[config.mk]
export PLATFORM = sky130hd
export DESIGN_NAME = midi_file_track_event_parser_unit_flat
export DESIGN_NICKNAME = d
export VERILOG_FILES = /design/src/hw/rtl/mftp_pkg.sv /design/src/hw/rtl/mftp_if.sv /design/src/hw/rtl/midi_file_track_event_parser_unit.sv /design/src/hw/rtl/mftp_front.sv /design/src/hw/rtl/mftp_queue.sv /design/src/hw/rtl/mftp_back.sv /design/src/flat_wrapper.sv
export VERILOG_INCLUDE_DIRS = /design/src /design/src/hw/rtl
export SDC_FILE = /design/constraint.sdc
export NUM_CORES = 1
export LEC_CHECK = 0
export ABC_AREA = 1
export BUFFER_PORTS_ARGS = -buffer_cell sky130_fd_sc_hd__buf_4
export CORE_UTILIZATION = 25
export CTS_BUF_LIST = sky130_fd_sc_hd__clkbuf_8
export CTS_CLUSTER_SIZE = 14
export DETAILED_ROUTE_END_ITERATION = 12
export PLACE_DENSITY = 0.41
export SLEW_MARGIN = 5
export SYNTH_ARGS = -nofsm -noshare
export SYNTH_HDL_FRONTEND = slang
export SYNTH_SLANG_ARGS = --single-unit
[constraint.sdc]
create_clock -name clk_i -period 6.7 [get_ports clk_i]
set_input_delay 0 -clock clk_i [delete_from_list [all_inputs] [get_ports clk_i]]
set_output_delay 0 -clock clk_i [all_outputs]
set_load 0.03 [all_outputs]
[src/hw/rtl/midi_file_track_event_parser_unit_macros.svh]
// ----------------------------------------------------------------------------
// Assertion macros for the track event parser
// Shared concurrent assertion forms, clocked on clk_i and disabled in reset.
// ----------------------------------------------------------------------------
`ifndef MIDI_FILE_TRACK_EVENT_PARSER_UNIT_MACROS_SVH
`define MIDI_FILE_TRACK_EVENT_PARSER_UNIT_MACROS_SVH

// The expression holds at every clock edge outside reset.
`define MFTP_ASSERT_ALWAYS(lbl, expr, msg) \
  lbl: assert property (@(posedge clk_i) disable iff (!rst_ni) (expr)) else $error(msg);

// The antecedent implies the consequent in the same cycle.
`define MFTP_ASSERT_IMPLY(lbl, ante, cons, msg) \
  lbl: assert property (@(posedge clk_i) disable iff (!rst_ni) (ante) |-> (cons)) \
    else $error(msg);

// The antecedent implies the consequent in the next cycle.
`define MFTP_ASSERT_NEXT(lbl, ante, cons, msg) \
  lbl: assert property (@(posedge clk_i) disable iff (!rst_ni) (ante) |=> (cons)) \
    else $error(msg);

`endif

[src/hw/rtl/mftp_pkg.sv]
// ----------------------------------------------------------------------------
// Track event parser package
// Types, codes and small helper functions shared by the parser modules.
// ----------------------------------------------------------------------------
package mftp_pkg;

  // Parser phases.
  typedef enum logic [3:0] {
    PH_DELTA      = 4'd0,
    PH_STATUS     = 4'd1,
    PH_DATA1      = 4'd2,
    PH_DATA2      = 4'd3,
    PH_META_TYPE  = 4'd4,
    PH_META_LEN   = 4'd5,
    PH_META_BODY  = 4'd6,
    PH_SYSEX_LEN  = 4'd7,
    PH_SYSEX_BODY = 4'd8
  } phase_e;

  // Result kinds.
  typedef enum logic [2:0] {
    EV_NONE        = 3'd0,
    EV_CHANNEL     = 3'd1,
    EV_SYSEX_BYTE  = 3'd2,
    EV_SYSEX_EMPTY = 3'd3,
    EV_TEMPO       = 3'd4,
    EV_LOOP_MARK   = 3'd5
  } ev_kind_e;

  // Status and meta codes.
  localparam logic [7:0] STATUS_META  = 8'hFF;
  localparam logic [7:0] SYSEX_START  = 8'hF0;
  localparam logic [7:0] SYSEX_ESCAPE = 8'hF7;
  localparam logic [7:0] META_TEMPO   = 8'h51;
  localparam logic [7:0] META_MARKER  = 8'h06;
  localparam logic [3:0] HI_PROGRAM   = 4'hC;
  localparam logic [3:0] HI_PRESSURE  = 4'hD;

  // Meta body bookkeeping.
  localparam logic [3:0]  TEMPO_BYTES   = 4'd3;
  localparam logic [3:0]  TEMPO_LAST    = 4'd2;
  localparam logic [3:0]  LOOP_NAME_LEN = 4'd9;
  localparam logic [3:0]  LOOP_LAST     = 4'd8;
  localparam logic [3:0]  META_IDX_MAX  = 4'd15;
  localparam logic [31:0] LOOP_META_LEN = 32'd9;

  // One result beat.
  typedef struct packed {
    ev_kind_e    kind;
    logic [31:0] abs_tick;
    logic [7:0]  status_byte;
    logic [7:0]  data_one;
    logic [7:0]  data_two;
    logic [23:0] tempo_value;
    logic [7:0]  sysex_data;
    logic        sysex_last;
    logic        track_end;
  } res_t;

  // Queue status seen by both sides.
  typedef struct packed {
    logic full;
    logic empty;
  } q_stat_t;

  // Program change and channel pressure carry a single data byte.
  function automatic logic one_data_byte(logic [7:0] st);
    return (st[7:4] == HI_PROGRAM) || (st[7:4] == HI_PRESSURE);
  endfunction

  // Characters of the loop start marker text.
  function automatic logic [7:0] loop_char(logic [3:0] idx);
    logic [7:0] ch;
    case (idx)
      4'd0:    ch = 8'h6C;  // l
      4'd1:    ch = 8'h6F;  // o
      4'd2:    ch = 8'h6F;  // o
      4'd3:    ch = 8'h70;  // p
      4'd4:    ch = 8'h53;  // S
      4'd5:    ch = 8'h74;  // t
      4'd6:    ch = 8'h61;  // a
      4'd7:    ch = 8'h72;  // r
      4'd8:    ch = 8'h74;  // t
      default: ch = 8'h00;
    endcase
    return ch;
  endfunction

endpackage

[src/hw/rtl/mftp_if.sv]
// ----------------------------------------------------------------------------
// Track event parser channels
// Valid/ready channels for the input bytes and the result beats.
// ----------------------------------------------------------------------------

// Input byte channel.
interface mftp_in_if;
  logic       valid;
  logic       ready;
  logic [7:0] track_byte;
  logic       last_of_track;

  modport source (output valid, output track_byte, output last_of_track, input ready);
  modport sink   (input valid, input track_byte, input last_of_track, output ready);
endinterface

// Result channel.
interface mftp_out_if;
  logic        valid;
  logic        ready;
  logic [2:0]  event_kind;
  logic [31:0] abs_tick;
  logic [7:0]  status_byte;
  logic [7:0]  data_one;
  logic [7:0]  data_two;
  logic [23:0] tempo_value;
  logic [7:0]  sysex_data;
  logic        sysex_last;
  logic        track_end;

  modport source (output valid, output event_kind, output abs_tick, output status_byte,
                  output data_one, output data_two, output tempo_value,
                  output sysex_data, output sysex_last, output track_end, input ready);
  modport sink   (input valid, input event_kind, input abs_tick, input status_byte,
                  input data_one, input data_two, input tempo_value,
                  input sysex_data, input sysex_last, input track_end, output ready);
endinterface

[src/hw/rtl/midi_file_track_event_parser_unit.sv]
// ----------------------------------------------------------------------------
// MIDI file track event parser
// A result passes through the result queue and then the output register before it is offered.
// Throughput: one byte per cycle while the result queue has room.
// The input stalls only while the QUEUE_DEPTH-entry result queue is full.
// Reset (rst_ni low, asynchronous) clears the parser, queue and output stage.
// ----------------------------------------------------------------------------
module midi_file_track_event_parser_unit #(
  parameter int QUEUE_DEPTH = 4
) (
  input  logic       clk_i,
  input  logic       rst_ni,
  mftp_in_if.sink    in_i,
  mftp_out_if.source out_o
);

  logic              push;
  logic              pop;
  mftp_pkg::res_t    push_data;
  mftp_pkg::res_t    head;
  mftp_pkg::q_stat_t q_stat;

  // Byte parser.
  mftp_front u_front (
    .clk_i       (clk_i),
    .rst_ni      (rst_ni),
    .in_i        (in_i),
    .q_stat_i    (q_stat),
    .push_o      (push),
    .push_data_o (push_data)
  );

  // Result queue.
  mftp_queue #(
    .DEPTH (QUEUE_DEPTH)
  ) u_queue (
    .clk_i       (clk_i),
    .rst_ni      (rst_ni),
    .push_i      (push),
    .push_data_i (push_data),
    .pop_i       (pop),
    .pop_data_o  (head),
    .stat_o      (q_stat)
  );

  // Output register.
  mftp_back u_back (
    .clk_i    (clk_i),
    .rst_ni   (rst_ni),
    .q_stat_i (q_stat),
    .head_i   (head),
    .pop_o    (pop),
    .out_o    (out_o)
  );

endmodule

[src/hw/rtl/mftp_front.sv]
// ----------------------------------------------------------------------------
// Track event parser front end
// Accepts one track byte per beat, runs the byte-wise parser and pushes each
// finished result into the queue.
// ----------------------------------------------------------------------------
`include "midi_file_track_event_parser_unit_macros.svh"

module mftp_front (
  input  logic             clk_i,
  input  logic             rst_ni,
  mftp_in_if.sink          in_i,
  input  mftp_pkg::q_stat_t q_stat_i,
  output logic             push_o,
  output mftp_pkg::res_t   push_data_o
);

  mftp_pkg::phase_e phase_q, phase_d;
  logic [31:0] tick_q, tick_d;
  logic [7:0]  run_q, run_d;
  logic [7:0]  cur_q, cur_d;
  logic [31:0] len_q, len_d;
  logic [31:0] left_q, left_d;
  logic [7:0]  mkind_q, mkind_d;
  logic [3:0]  midx_q, midx_d;
  logic [23:0] tempo_q, tempo_d;
  logic        match_q, match_d;
  logic [7:0]  first_q, first_d;
  logic        halted_q, halted_d;

  logic        accept;
  logic [7:0]  b;
  logic        last;
  logic [31:0] vlq;
  logic [7:0]  st;
  logic        match_now;
  mftp_pkg::res_t res;

  assign in_i.ready = !q_stat_i.full;
  assign accept     = in_i.valid && in_i.ready;
  assign b          = in_i.track_byte;
  assign last       = in_i.last_of_track;
  assign vlq        = {len_q[24:0], b[6:0]};
  assign st         = b[7] ? b : run_q;
  assign match_now  = match_q && (b == mftp_pkg::loop_char(midx_q));

  // Next state and result for the byte on the input.
  always_comb begin
    phase_d  = phase_q;
    tick_d   = tick_q;
    run_d    = run_q;
    cur_d    = cur_q;
    len_d    = len_q;
    left_d   = left_q;
    mkind_d  = mkind_q;
    midx_d   = midx_q;
    tempo_d  = tempo_q;
    match_d  = match_q;
    first_d  = first_q;
    halted_d = halted_q;
    res      = '0;
    res.kind = mftp_pkg::EV_NONE;

    if (!halted_q) begin
      case (phase_q)
        mftp_pkg::PH_DELTA: begin
          len_d = vlq;
          if (!b[7]) begin
            tick_d  = tick_q + vlq;
            len_d   = '0;
            phase_d = mftp_pkg::PH_STATUS;
          end
        end
        mftp_pkg::PH_STATUS: begin
          if (!b[7] && !run_q[7]) begin
            halted_d = 1'b1;
          end else if (st == mftp_pkg::STATUS_META) begin
            phase_d = mftp_pkg::PH_META_TYPE;
          end else if (st == mftp_pkg::SYSEX_START || st == mftp_pkg::SYSEX_ESCAPE) begin
            cur_d   = st;
            len_d   = '0;
            phase_d = mftp_pkg::PH_SYSEX_LEN;
          end else begin
            cur_d = st;
            run_d = st;
            if (b[7]) begin
              phase_d = mftp_pkg::PH_DATA1;
            end else if (mftp_pkg::one_data_byte(st)) begin
              // Running status with a single data byte completes at once.
              res.kind        = mftp_pkg::EV_CHANNEL;
              res.status_byte = st;
              res.data_one    = b;
              phase_d         = mftp_pkg::PH_DELTA;
            end else begin
              first_d = b;
              phase_d = mftp_pkg::PH_DATA2;
            end
          end
        end
        mftp_pkg::PH_DATA1: begin
          if (mftp_pkg::one_data_byte(cur_q)) begin
            res.kind        = mftp_pkg::EV_CHANNEL;
            res.status_byte = cur_q;
            res.data_one    = b;
            phase_d         = mftp_pkg::PH_DELTA;
          end else begin
            first_d = b;
            phase_d = mftp_pkg::PH_DATA2;
          end
        end
        mftp_pkg::PH_DATA2: begin
          res.kind        = mftp_pkg::EV_CHANNEL;
          res.status_byte = cur_q;
          res.data_one    = first_q;
          res.data_two    = b;
          phase_d         = mftp_pkg::PH_DELTA;
        end
        mftp_pkg::PH_META_TYPE: begin
          mkind_d = b;
          len_d   = '0;
          phase_d = mftp_pkg::PH_META_LEN;
        end
        mftp_pkg::PH_META_LEN: begin
          len_d = vlq;
          if (!b[7]) begin
            run_d   = '0;
            left_d  = vlq;
            len_d   = '0;
            midx_d  = '0;
            tempo_d = '0;
            match_d = (vlq == mftp_pkg::LOOP_META_LEN);
            phase_d = (vlq != '0) ? mftp_pkg::PH_META_BODY : mftp_pkg::PH_DELTA;
          end
        end
        mftp_pkg::PH_META_BODY: begin
          if (mkind_q == mftp_pkg::META_TEMPO && midx_q < mftp_pkg::TEMPO_BYTES) begin
            tempo_d = {tempo_q[15:0], b};
            if (midx_q == mftp_pkg::TEMPO_LAST) begin
              res.kind        = mftp_pkg::EV_TEMPO;
              res.tempo_value = {tempo_q[15:0], b};
            end
          end else if (mkind_q == mftp_pkg::META_MARKER &&
                       midx_q < mftp_pkg::LOOP_NAME_LEN) begin
            match_d = match_now;
            if (midx_q == mftp_pkg::LOOP_LAST && match_now) begin
              res.kind = mftp_pkg::EV_LOOP_MARK;
            end
          end
          if (midx_q < mftp_pkg::META_IDX_MAX) begin
            midx_d = midx_q + 4'd1;
          end
          left_d = left_q - 32'd1;
          if (left_q == 32'd1) begin
            phase_d = mftp_pkg::PH_DELTA;
          end
        end
        mftp_pkg::PH_SYSEX_LEN: begin
          len_d = vlq;
          if (!b[7]) begin
            run_d  = '0;
            left_d = vlq;
            len_d  = '0;
            if (cur_q == mftp_pkg::SYSEX_START) begin
              // The start byte itself goes out as the first payload byte.
              res.kind       = mftp_pkg::EV_SYSEX_BYTE;
              res.sysex_data = mftp_pkg::SYSEX_START;
              res.sysex_last = (vlq == '0);
            end else if (vlq == '0) begin
              res.kind = mftp_pkg::EV_SYSEX_EMPTY;
            end
            phase_d = (vlq != '0) ? mftp_pkg::PH_SYSEX_BODY : mftp_pkg::PH_DELTA;
          end
        end
        mftp_pkg::PH_SYSEX_BODY: begin
          res.kind       = mftp_pkg::EV_SYSEX_BYTE;
          res.sysex_data = b;
          res.sysex_last = (left_q == 32'd1);
          left_d         = left_q - 32'd1;
          if (left_q == 32'd1) begin
            phase_d = mftp_pkg::PH_DELTA;
          end
        end
        default: begin
          phase_d = mftp_pkg::PH_DELTA;
        end
      endcase
    end

    res.abs_tick = tick_d;

    // The last byte always reports and returns the parser to its reset state.
    if (last) begin
      res.track_end = 1'b1;
      phase_d  = mftp_pkg::PH_DELTA;
      tick_d   = '0;
      run_d    = '0;
      cur_d    = '0;
      len_d    = '0;
      left_d   = '0;
      mkind_d  = '0;
      midx_d   = '0;
      tempo_d  = '0;
      match_d  = 1'b1;
      first_d  = '0;
      halted_d = 1'b0;
    end
  end

  assign push_o      = accept && (res.kind != mftp_pkg::EV_NONE || last);
  assign push_data_o = res;

  // Parser state, updated on every accepted beat.
  always_ff @(posedge clk_i or negedge rst_ni) begin
    if (!rst_ni) begin
      phase_q  <= mftp_pkg::PH_DELTA;
      tick_q   <= '0;
      run_q    <= '0;
      cur_q    <= '0;
      len_q    <= '0;
      left_q   <= '0;
      mkind_q  <= '0;
      midx_q   <= '0;
      tempo_q  <= '0;
      match_q  <= 1'b1;
      first_q  <= '0;
      halted_q <= 1'b0;
    end else if (accept) begin
      phase_q  <= phase_d;
      tick_q   <= tick_d;
      run_q    <= run_d;
      cur_q    <= cur_d;
      len_q    <= len_d;
      left_q   <= left_d;
      mkind_q  <= mkind_d;
      midx_q   <= midx_d;
      tempo_q  <= tempo_d;
      match_q  <= match_d;
      first_q  <= first_d;
      halted_q <= halted_d;
    end
  end

  // A halted parser stays silent until the track's last byte.
  `MFTP_ASSERT_IMPLY(a_halted_silent, halted_q && !last, !push_o,
                     "halted parser pushed a result")
  // Every accepted last byte leaves a clean parser behind.
  `MFTP_ASSERT_NEXT(a_last_resets, accept && last,
                    phase_q == mftp_pkg::PH_DELTA && tick_q == '0 && !halted_q,
                    "parser state not reset after the last byte")
  // Bytes are only taken while the queue has room.
  `MFTP_ASSERT_IMPLY(a_no_push_full, q_stat_i.full, !push_o,
                     "push into a full queue")

endmodule

[src/hw/rtl/mftp_queue.sv]
// ----------------------------------------------------------------------------
// Track event parser result queue
// Small first-in first-out buffer between the parser and the output stage.
// ----------------------------------------------------------------------------
`include "midi_file_track_event_parser_unit_macros.svh"

module mftp_queue #(
  parameter int DEPTH = 4
) (
  input  logic              clk_i,
  input  logic              rst_ni,
  input  logic              push_i,
  input  mftp_pkg::res_t    push_data_i,
  input  logic              pop_i,
  output mftp_pkg::res_t    pop_data_o,
  output mftp_pkg::q_stat_t stat_o
);

  localparam int AW = (DEPTH > 1) ? $clog2(DEPTH) : 1;
  localparam int CW = $clog2(DEPTH + 1);

  mftp_pkg::res_t mem_q [DEPTH];
  logic [AW-1:0]  wr_q, rd_q;
  logic [CW-1:0]  count_q;

  assign stat_o.full  = (count_q == CW'(DEPTH));
  assign stat_o.empty = (count_q == '0);
  assign pop_data_o   = mem_q[rd_q];

  // Entry storage.
  always_ff @(posedge clk_i) begin
    if (push_i) begin
      mem_q[wr_q] <= push_data_i;
    end
  end

  // Pointers and fill count.
  always_ff @(posedge clk_i or negedge rst_ni) begin
    if (!rst_ni) begin
      wr_q    <= '0;
      rd_q    <= '0;
      count_q <= '0;
    end else begin
      if (push_i) begin
        wr_q <= (wr_q == AW'(DEPTH - 1)) ? '0 : wr_q + AW'(1);
      end
      if (pop_i) begin
        rd_q <= (rd_q == AW'(DEPTH - 1)) ? '0 : rd_q + AW'(1);
      end
      if (push_i && !pop_i) begin
        count_q <= count_q + CW'(1);
      end else if (pop_i && !push_i) begin
        count_q <= count_q - CW'(1);
      end
    end
  end

  // The fill count never runs past the depth.
  `MFTP_ASSERT_ALWAYS(a_count_range, count_q <= CW'(DEPTH), "queue count out of range")
  // Nothing is popped from an empty queue.
  `MFTP_ASSERT_IMPLY(a_no_pop_empty, stat_o.empty, !pop_i, "pop from an empty queue")

endmodule

[src/hw/rtl/mftp_back.sv]
// ----------------------------------------------------------------------------
// Track event parser output stage
// Takes result beats from the queue into an output register and offers them
// on the result channel.
// ----------------------------------------------------------------------------
module mftp_back (
  input  logic              clk_i,
  input  logic              rst_ni,
  input  mftp_pkg::q_stat_t q_stat_i,
  input  mftp_pkg::res_t    head_i,
  output logic              pop_o,
  mftp_out_if.source        out_o
);

  logic           valid_q;
  mftp_pkg::res_t data_q;

  // Refill the output register whenever it is empty or being taken.
  assign pop_o = !q_stat_i.empty && (!valid_q || out_o.ready);

  always_ff @(posedge clk_i or negedge rst_ni) begin
    if (!rst_ni) begin
      valid_q <= 1'b0;
    end else if (!valid_q || out_o.ready) begin
      valid_q <= !q_stat_i.empty;
    end
  end

  always_ff @(posedge clk_i) begin
    if (pop_o) begin
      data_q <= head_i;
    end
  end

  // Result channel drive.
  assign out_o.valid       = valid_q;
  assign out_o.event_kind  = data_q.kind;
  assign out_o.abs_tick    = data_q.abs_tick;
  assign out_o.status_byte = data_q.status_byte;
  assign out_o.data_one    = data_q.data_one;
  assign out_o.data_two    = data_q.data_two;
  assign out_o.tempo_value = data_q.tempo_value;
  assign out_o.sysex_data  = data_q.sysex_data;
  assign out_o.sysex_last  = data_q.sysex_last;
  assign out_o.track_end   = data_q.track_end;

endmodule

[src/flat_wrapper.sv]
// flat-port wrapper written by rule: the top's interface ports become plain ports
module midi_file_track_event_parser_unit_flat 
#(
  parameter int QUEUE_DEPTH = 4
)
  (clk_i, rst_ni, in_i_valid, in_i_track_byte, in_i_last_of_track, in_i_ready, out_o_valid, out_o_event_kind, out_o_abs_tick, out_o_status_byte, out_o_data_one, out_o_data_two, out_o_tempo_value, out_o_sysex_data, out_o_sysex_last, out_o_track_end, out_o_ready);
  mftp_in_if in_i_i ();
  mftp_out_if out_o_i ();
  input  logic clk_i;
  input  logic rst_ni;
  input wire logic [$bits(in_i_i.valid)-1:0] in_i_valid;
  input wire logic [$bits(in_i_i.track_byte)-1:0] in_i_track_byte;
  input wire logic [$bits(in_i_i.last_of_track)-1:0] in_i_last_of_track;
  output wire logic [$bits(in_i_i.ready)-1:0] in_i_ready;
  output wire logic [$bits(out_o_i.valid)-1:0] out_o_valid;
  output wire logic [$bits(out_o_i.event_kind)-1:0] out_o_event_kind;
  output wire logic [$bits(out_o_i.abs_tick)-1:0] out_o_abs_tick;
  output wire logic [$bits(out_o_i.status_byte)-1:0] out_o_status_byte;
  output wire logic [$bits(out_o_i.data_one)-1:0] out_o_data_one;
  output wire logic [$bits(out_o_i.data_two)-1:0] out_o_data_two;
  output wire logic [$bits(out_o_i.tempo_value)-1:0] out_o_tempo_value;
  output wire logic [$bits(out_o_i.sysex_data)-1:0] out_o_sysex_data;
  output wire logic [$bits(out_o_i.sysex_last)-1:0] out_o_sysex_last;
  output wire logic [$bits(out_o_i.track_end)-1:0] out_o_track_end;
  input wire logic [$bits(out_o_i.ready)-1:0] out_o_ready;
  assign in_i_i.valid = in_i_valid;
  assign in_i_i.track_byte = in_i_track_byte;
  assign in_i_i.last_of_track = in_i_last_of_track;
  assign in_i_ready = in_i_i.ready;
  assign out_o_valid = out_o_i.valid;
  assign out_o_event_kind = out_o_i.event_kind;
  assign out_o_abs_tick = out_o_i.abs_tick;
  assign out_o_status_byte = out_o_i.status_byte;
  assign out_o_data_one = out_o_i.data_one;
  assign out_o_data_two = out_o_i.data_two;
  assign out_o_tempo_value = out_o_i.tempo_value;
  assign out_o_sysex_data = out_o_i.sysex_data;
  assign out_o_sysex_last = out_o_i.sysex_last;
  assign out_o_track_end = out_o_i.track_end;
  assign out_o_i.ready = out_o_ready;
  midi_file_track_event_parser_unit #(.QUEUE_DEPTH(QUEUE_DEPTH)) u_core (.clk_i(clk_i), .rst_ni(rst_ni), .in_i(in_i_i), .out_o(out_o_i));
endmodule
==> impl_results.md, run 1 <==
* Outcome: finished, final reports clean
* TritonCTS Buffers at 105
* GRT busiest layer: met2
* DRT Pass-1 Iters at 5
* Fin nets at around 2800
* Worst skew pair latency at 0.76 ns
* Clock H-tree levels at 3
* Root Buffer: clkbuf_8
* Post-CTS Setup Repair Bufs at 0
* Unrepaired setup endpoints after global routing: no
* IO Count at 108
* Crit Path Category: reg -> reg
* Hold_buf cts at 15
* CP Launch Type: flip-flop
* Main flop type after synthesis: edfxtp_1
* Clock skew at 0.0450 ns
* HPWL Detailed at about 54000 um
* Syn Area/Cell at 10.5 sq um
* Sequential-to-total area share from yosys stat at 64.5%
* Critical path arrival at 4.18 ns
* CTS Buffer Depth at 3
* DIE AREA at 0.112 sq mm
* Routed WL at 83000 um
* P_int at 8.41 mW
* Die Ht at 335 um
* Sequential share of power at 41.4%
* Commonest non-fill, non-tap cell in the layout: edfxtp_1
* Post-route minimum period at 3.55 ns
* Gr ovfl total at 0
* Total negative slack at 0 ns
* TritonCTS clock tree: built
* Share of cells above drive strength 1 at 11.6%
* Die Wd at 335 um
* PostCTS Resize Cnt at 0
* Initial DRC count at about 1200
* Register area at approximately 0.018 sq mm
* Pin count of the biggest net entering global routing at 94
* Cells after Synth at 2640
* Async S/R FF share, synth at around a quarter
* #FFs+latches synth at 620
* DR vias/cell at 4.57
* Final Max Tran Viols at 0
* Area delta synth->final at 17.2%
* Worst R2R Path Depth at 17
* Post-Syn Nets at 2698
* Sw frac at 38.9%
* Crit. Startpoint: u_core.u_front.phase_q[2]
* Reg-to-Reg End: u_core.u_queue.count_q[2]
* Worst path required time at 7.33 ns
* Final worst-path cycle share at 52.9%
* Reg2reg setup slack at about 3.2 ns
* Critical-path cell list: nor2_1 -> inv_1 -> nor2_1 -> nor2_1 -> inv_1 -> nor2_1 -> nand2_1 -> nand2_1 -> nand2_1 -> nand2_2 -> inv_1 -> ha_1 -> inv_1 -> fa_1 -> a21oi_1 -> o21ai_0 -> xor2_1
* Initial Util at 25.3%
* Synthesized cell area at 0.0277 sq mm
* Max stage delay cell, worst path: nor2_1
* # port buffers at around 110
* Met3 usage at 2.39%
* Slowest Stage Delay on Critical Path at just under 0.7 ns
* Final setup viols at 0
* Initial antenna violation count at 5
* Maximum VDD drop at 148 uV
* Critical path destination: u_core.u_queue.count_q[2]
* Met1 global-route usage at 19.6%
* Synth Warn # at 0
* EDFF count, synth at 465
* Vias in the first global route at 20162
* Final GP Congestion at ~0.86
* Final core area utilization at a little under 30%
* Via count at a little under 20000
* Endpoint class of the critical path: flip-flop
* FF-to-FF Start: u_core.u_front.phase_q[2]
* Gate power share at 33.7%
* Psw at 5.36 mW
* Multi-input logic area at about 0.0085 sq mm
* P_leak at approximately 12 nW
* Min-Delay Path Class: in -> reg
* Tot GR Track Use at 14.8%
* Crit path max fanout at 12
* Distinct cells, synth at 59
* Final hold violations at 0
* Core Area at 0.109 sq mm
* Post-route DRC at 0
* Clock-pin slew on the worst setup and hold paths at 0.06 ns
* Rows at 121
* Critical hold path startpoint: in_i_track_byte[2]
* Max cap viols at 0
* Pwr/cell area at 425 mW/mm^2
* Clock power frac at 25.0%
* Most frequent cells in the layout: edfxtp_1, nand2_1, o21ai_0
* CTS sink count at 620
* First-pass GRT wire length at between 100000 and 150000 um
* Routed length per placed instance at 19.1 um
* Routed Antenna Nets at 0
* Fmax at 282 MHz
* Slew @ Worst Pin at approximately 1.1 ns
* Met2 Usage GRT at 24.3%
* Relative slew slack at 27.4%
* Layout fillers at 11344
power by group through the flow:
stage	registers, mW	logic (mW)	clock network [mW]
floorplan	6.24	2.43	0
global placement	5.76	4.70	0
detailed placement	5.77	4.74	0
CTS	5.71	4.76	3.57
global route	5.79	5.14	3.72
finish	5.69	4.64	3.44
cell type report:
type | count | share of cell area, %
clock buffers | 117 | 4.97
multi-input cells | 1670 | 26.1
clock inverters | 76 | 1.61
well taps | 1476 | 5.70
diodes | 1 | 0.00772
inverters | 238 | 2.77
flip-flops and latches | 620 | 55.1
repair buffers | 147 | 3.74
through the flow:
| step | worst slack (ns) | total power [mW] | cell area (sq um) | hold WS [ns] | std cells |
|---|---|---|---|---|---|
| detailed placement | 3.17 | 10.5 | 30100 | 0.0504 | 4136 |
| finish | 3.15 | 13.8 | 32400 | 0.208 | 4345 |
| global route | 2.74 | 14.6 | 32400 | 0.175 | 4345 |
| floorplan | 0.532 | 8.67 | 27700 | -0.296 | 2640 |
| CTS | 3.14 | 14.0 | 32400 | 0.121 | 4344 |
| global placement | 3.10 | 10.5 | 30100 | 0.0487 | 4136 |
synth_stat cells (all sizes together), types with 7 or more instances:
cell type	count	area (sq um)
a21boi	10	75.1
a21oi	95	479
buf	22	154
clkbuf	90	340
dfrtp	154	3850
edfxtp	465	14000
ha	43	538
inv	235	885
nand2	390	1470
nand3	121	626
nand4	32	200
nor2	346	1370
nor3	59	328
o21ai	376	1890
o21bai	7	52.6
o22ai	97	607
o31ai	10	75.1
or2	9	56.3
xnor2	14	123
xor2	17	149
critical path: cells and delay by family (launching register included):
kind / cells / cell delay (ns)
simple gates: 8 / 1.48
buf+inv: 4 / 0.54
fa+ha+maj: 2 / 0.53
flops: 1 / 0.45
compound gates: 2 / 0.26
xor+xnor: 1 / 0.15
flip-flops by register name, summed over array words and instances, names as in the netlist, 3 cells and up:
signal / flops
u_core.u_front.mkind_q: 8
u_core.u_front.first_q: 8
u_core.u_back.out_o.data_two: 8
u_core.u_back.out_o.abs_tick: 32
u_core.u_front.cur_q: 8
u_core.u_front.tick_q: 32
u_core.u_front.tempo_q: 16
u_core.u_front.len_q: 25
u_core.u_front.midx_q: 4
u_core.u_back.out_o.event_kind: 3
u_core.u_back.out_o.data_one: 8
u_core.u_front.run_q: 8
u_core.u_queue.count_q: 3
u_core.u_back.out_o.sysex_data: 8
u_core.u_back.out_o.tempo_value: 24
u_core.u_front.phase_q: 4
u_core.u_back.out_o.status_byte: 8
u_core.u_queue.mem_q: 372
u_core.u_front.left_q: 32
logic make-up (layout without fill, tap and decap cells):
| logic type | count (synthesis) | count (layout) | share of synthesized area [%] |
|---|---|---|---|
| other | 0 | 1 | 0 |
| DFF | 620 | 620 | 64.5 |
| and+or+nand+nor | 970 | 970 | 14.9 |
| AOI/OAI and AO/OA | 623 | 623 | 12.4 |
| xor gates and xnor gates | 31 | 31 | 0.982 |
| muxes | 1 | 1 | 0.0362 |
| buffers and inverters | 350 | 578 | 5.03 |
| adders and majority gates | 45 | 45 | 2.09 |
worst min path at each step:
stage | endpoint | slack (ns) | cells past startpoint
detailed placement | u_core.u_front.len_q[22] | 0.05 | 1
CTS | u_core.u_front.tempo_q[2] | 0.12 | 4
floorplan | u_core.u_back.out_o.valid | -0.30 | 0
finish | u_core.u_front.tempo_q[2] | 0.21 | 4
global route | u_core.u_front.tempo_q[2] | 0.18 | 4
global placement | u_core.u_front.len_q[23] | 0.05 | 1
metal layers:
metal  vias to the layer above  share of wire [%]
met5                         -              0.016
met4                         2                2.5
met3                       116                3.9
met2                       409                 47
met1                      9786                 47
li1                       9522                  -
Note: power is estimated with default switching activity, not from simulation.
==> run 2: changes to the inputs <==
- clock period: 6.7 -> 2.84 ns (I/O delays scaled with it)
==> run 2 against run 1 <==
  * The run now ends with negative setup slack left
  * Via count increased by 4.2%
  * Register-to-register slack got worse by 3.3 ns
  * Worst hold slack got worse by 0.058 ns
  * Routed wire length increased by 5.2%
  * Sequential share of layout area decreased by 3.9 points
  * Sequential power increased by 130%
  * Critical path type unchanged
  * Critical endpoint is now u_core.u_queue.mem_q[3][63]
  * Largest cell class unchanged
  * Highest routed layer is now met4
==> impl_results.md, run 2 (synthesis results as in run 1) <==
* Outcome: finished, violations left
* Failing checks: negative setup slack
* TritonCTS Buffers at 105
* Slowest Stage Delay on Critical Path at about 0.41 ns
* Max stage delay cell, worst path: dfrtp_1
* Commonest non-fill, non-tap cell in the layout: edfxtp_1
* Initial Util at 25.3%
* CTS sink count at 620
* DIE AREA at 0.112 sq mm
* Area delta synth->final at 26.1%
* Post-route minimum period at 2.94 ns
* Final std cells w/o fill at 4557
* Clock skew at 0.0424 ns
* Max FFs per register at 372
* Critical path arrival at between 3 and 4 ns
* Core Area at between 0.1 and 0.15 sq mm
* Final setup viols at 234
* Final GP Congestion at 0.870
* Min-Delay Path Class: in -> reg
* IO Count at 108
* Pin count of the biggest net entering global routing at 189
* Total negative slack at -7.09 ns
* Routed WL at 87400 um
* WHS at 0.150 ns
* Pwr/cell area at 964 mW/mm^2
* Gr ovfl total at 0
* First-pass GRT wire length at 129000 um
* Fin nets at 3049
* Initial antenna violation count at 3
* CP Launch Type: flip-flop
* Crit path max fanout at 8
* Maximum VDD drop at 791 uV
* Fmax at 340 MHz
* Layout fillers at 11230
* Final hold violations at 0
* Final worst-path cycle share at 104%
* Most frequent cells in the layout: edfxtp_1, nand2_1, o21ai_0
* Crit Path Category: reg -> reg
* Clock-pin slew on the worst setup and hold paths at around 0.060 ns
* Placement Cell Area at between 0.03 and 0.04 sq mm
* Vias in the first global route at 20815
* Critical-path cell list: ha_2 -> buf_4 -> nor2_1 -> nand2_1 -> nor4_1 -> nand2_1 -> inv_1 -> nand3_2 -> nand2_1 -> a21oi_1 -> nand2_2 -> nand2_4 -> buf_4 -> nor2_4 -> buf_12 -> bufbuf_16
* Worst path required time at 3.27 ns
* Via count at between 20000 and 25000
* Routed length per placed instance at 19.2 um
* TritonCTS clock tree: built
* Unrepaired setup endpoints after global routing: yes
* CTS Buffer Depth at 3
* Post-route DRC at 0
* Most frequent CP cell: nand2_1
* Clock H-tree levels at 3
* Register area at ~0.018 sq mm
* Placed instance count at 4294
* Final Max Tran Viols at 0
* Slew @ Worst Pin at 0.904 ns
* Root Buffer: clkbuf_8
* Share of cells above drive strength 1 at 18.4%
* Die Wd at 335 um
* DRT Pass-1 Iters at 6
* Largest Register: u_core.u_queue.mem_q
* Overall power at 33.6 mW
* Max cap viols at 0
* P_leak at between 10 and 15 nW
* Design Area, Final at 0.0349 sq mm
* Initial DRC count at 1269
* Multi-input logic area at 0.00856 sq mm
* HPWL Detailed at about 57000 um
* Worst skew pair latency at 0.73 ns
* Rows at ~120
* Routed Antenna Nets at 0
* Die Ht at 335 um
* Final setup margin at -0.103 ns
* Tot GR Track Use at 15.1%
* DR vias/cell at 4.54
* Endpoint class of the critical path: flip-flop
* # port buffers at 107
* Relative slew slack at slightly below 40%
run 2: cell type report:
| class | count | share of cell area (%) |
|---|---|---|
| clock inverters | 87 | 1.58 |
| inverters | 238 | 2.58 |
| repair buffers | 356 | 10.5 |
| diodes | 1 | 0.00718 |
| multi-input cells | 1670 | 24.5 |
| flip-flops and latches | 620 | 51.2 |
| well taps | 1476 | 5.30 |
| clock buffers | 109 | 4.30 |
run 2: what timing repair did:
item                       in CTS  in global routing
hold endpoints to repair      264                  0
resized for setup              23                 30
setup endpoints to repair     226                403
hold buffers                   15                  0
gates cloned                    6                 19
pin swaps                      13                 11
buffers inserted               13                 13
run 2: where the power goes:
part	switching, mW	internal (mW)
clock	3.78	4.13
sequential	0.878	12.4
combinational	8.31	4.16
run 2: final timing paths:
check,from,end,slack (ns),cells after the start
setup / recovery,u_core.u_front.midx_q[0],u_core.u_queue.mem_q[3][63],-0.10,16
hold / removal,in_i_track_byte[6],u_core.u_front.tick_q[6],0.15,6
setup reg to reg,u_core.u_front.midx_q[0],u_core.u_queue.mem_q[3][63],-0.10,16
hold reg to reg,u_core.u_front.run_q[7],u_core.u_front.run_q[7],0.49,2
max in group asynchronous,rst_ni,u_core.u_front.tick_q[27],1.97,4
min in group asynchronous,rst_ni,u_core.u_front.match_q,0.40,3
run 2: stage by stage:
stage / util, % / setup slack, ns
detailed placement: 28.9 / -0.220
finish: 31.9 / -0.103
global route: 31.9 / -0.248
floorplan: - / -0.677
global placement: 28.9 / -0.224
CTS: 31.3 / -0.0901
run 2: critical path, delay by kind of cell, from the launching register on:
kind                       cells  cell delay (ns)
adders and majority gates      1             0.21
and+or+nand+nor                9             1.04
AOI/OAI and AO/OA              1             0.08
DFF                            1             0.41
buffers and inverters          5             0.89
run 2: layer usage:
| layer | vias up | track usage [%] | routed length [um] |
|---|---|---|---|
| li1 | 9981 | - | - |
| met1 | 10116 | 20.6 | 40600 |
| met2 | 458 | 24.2 | 40400 |
| met3 | 118 | 2.94 | 4500 |
| met4 | 0 | 4.58 | 1910 |
| met5 | - | 0 | 0 |
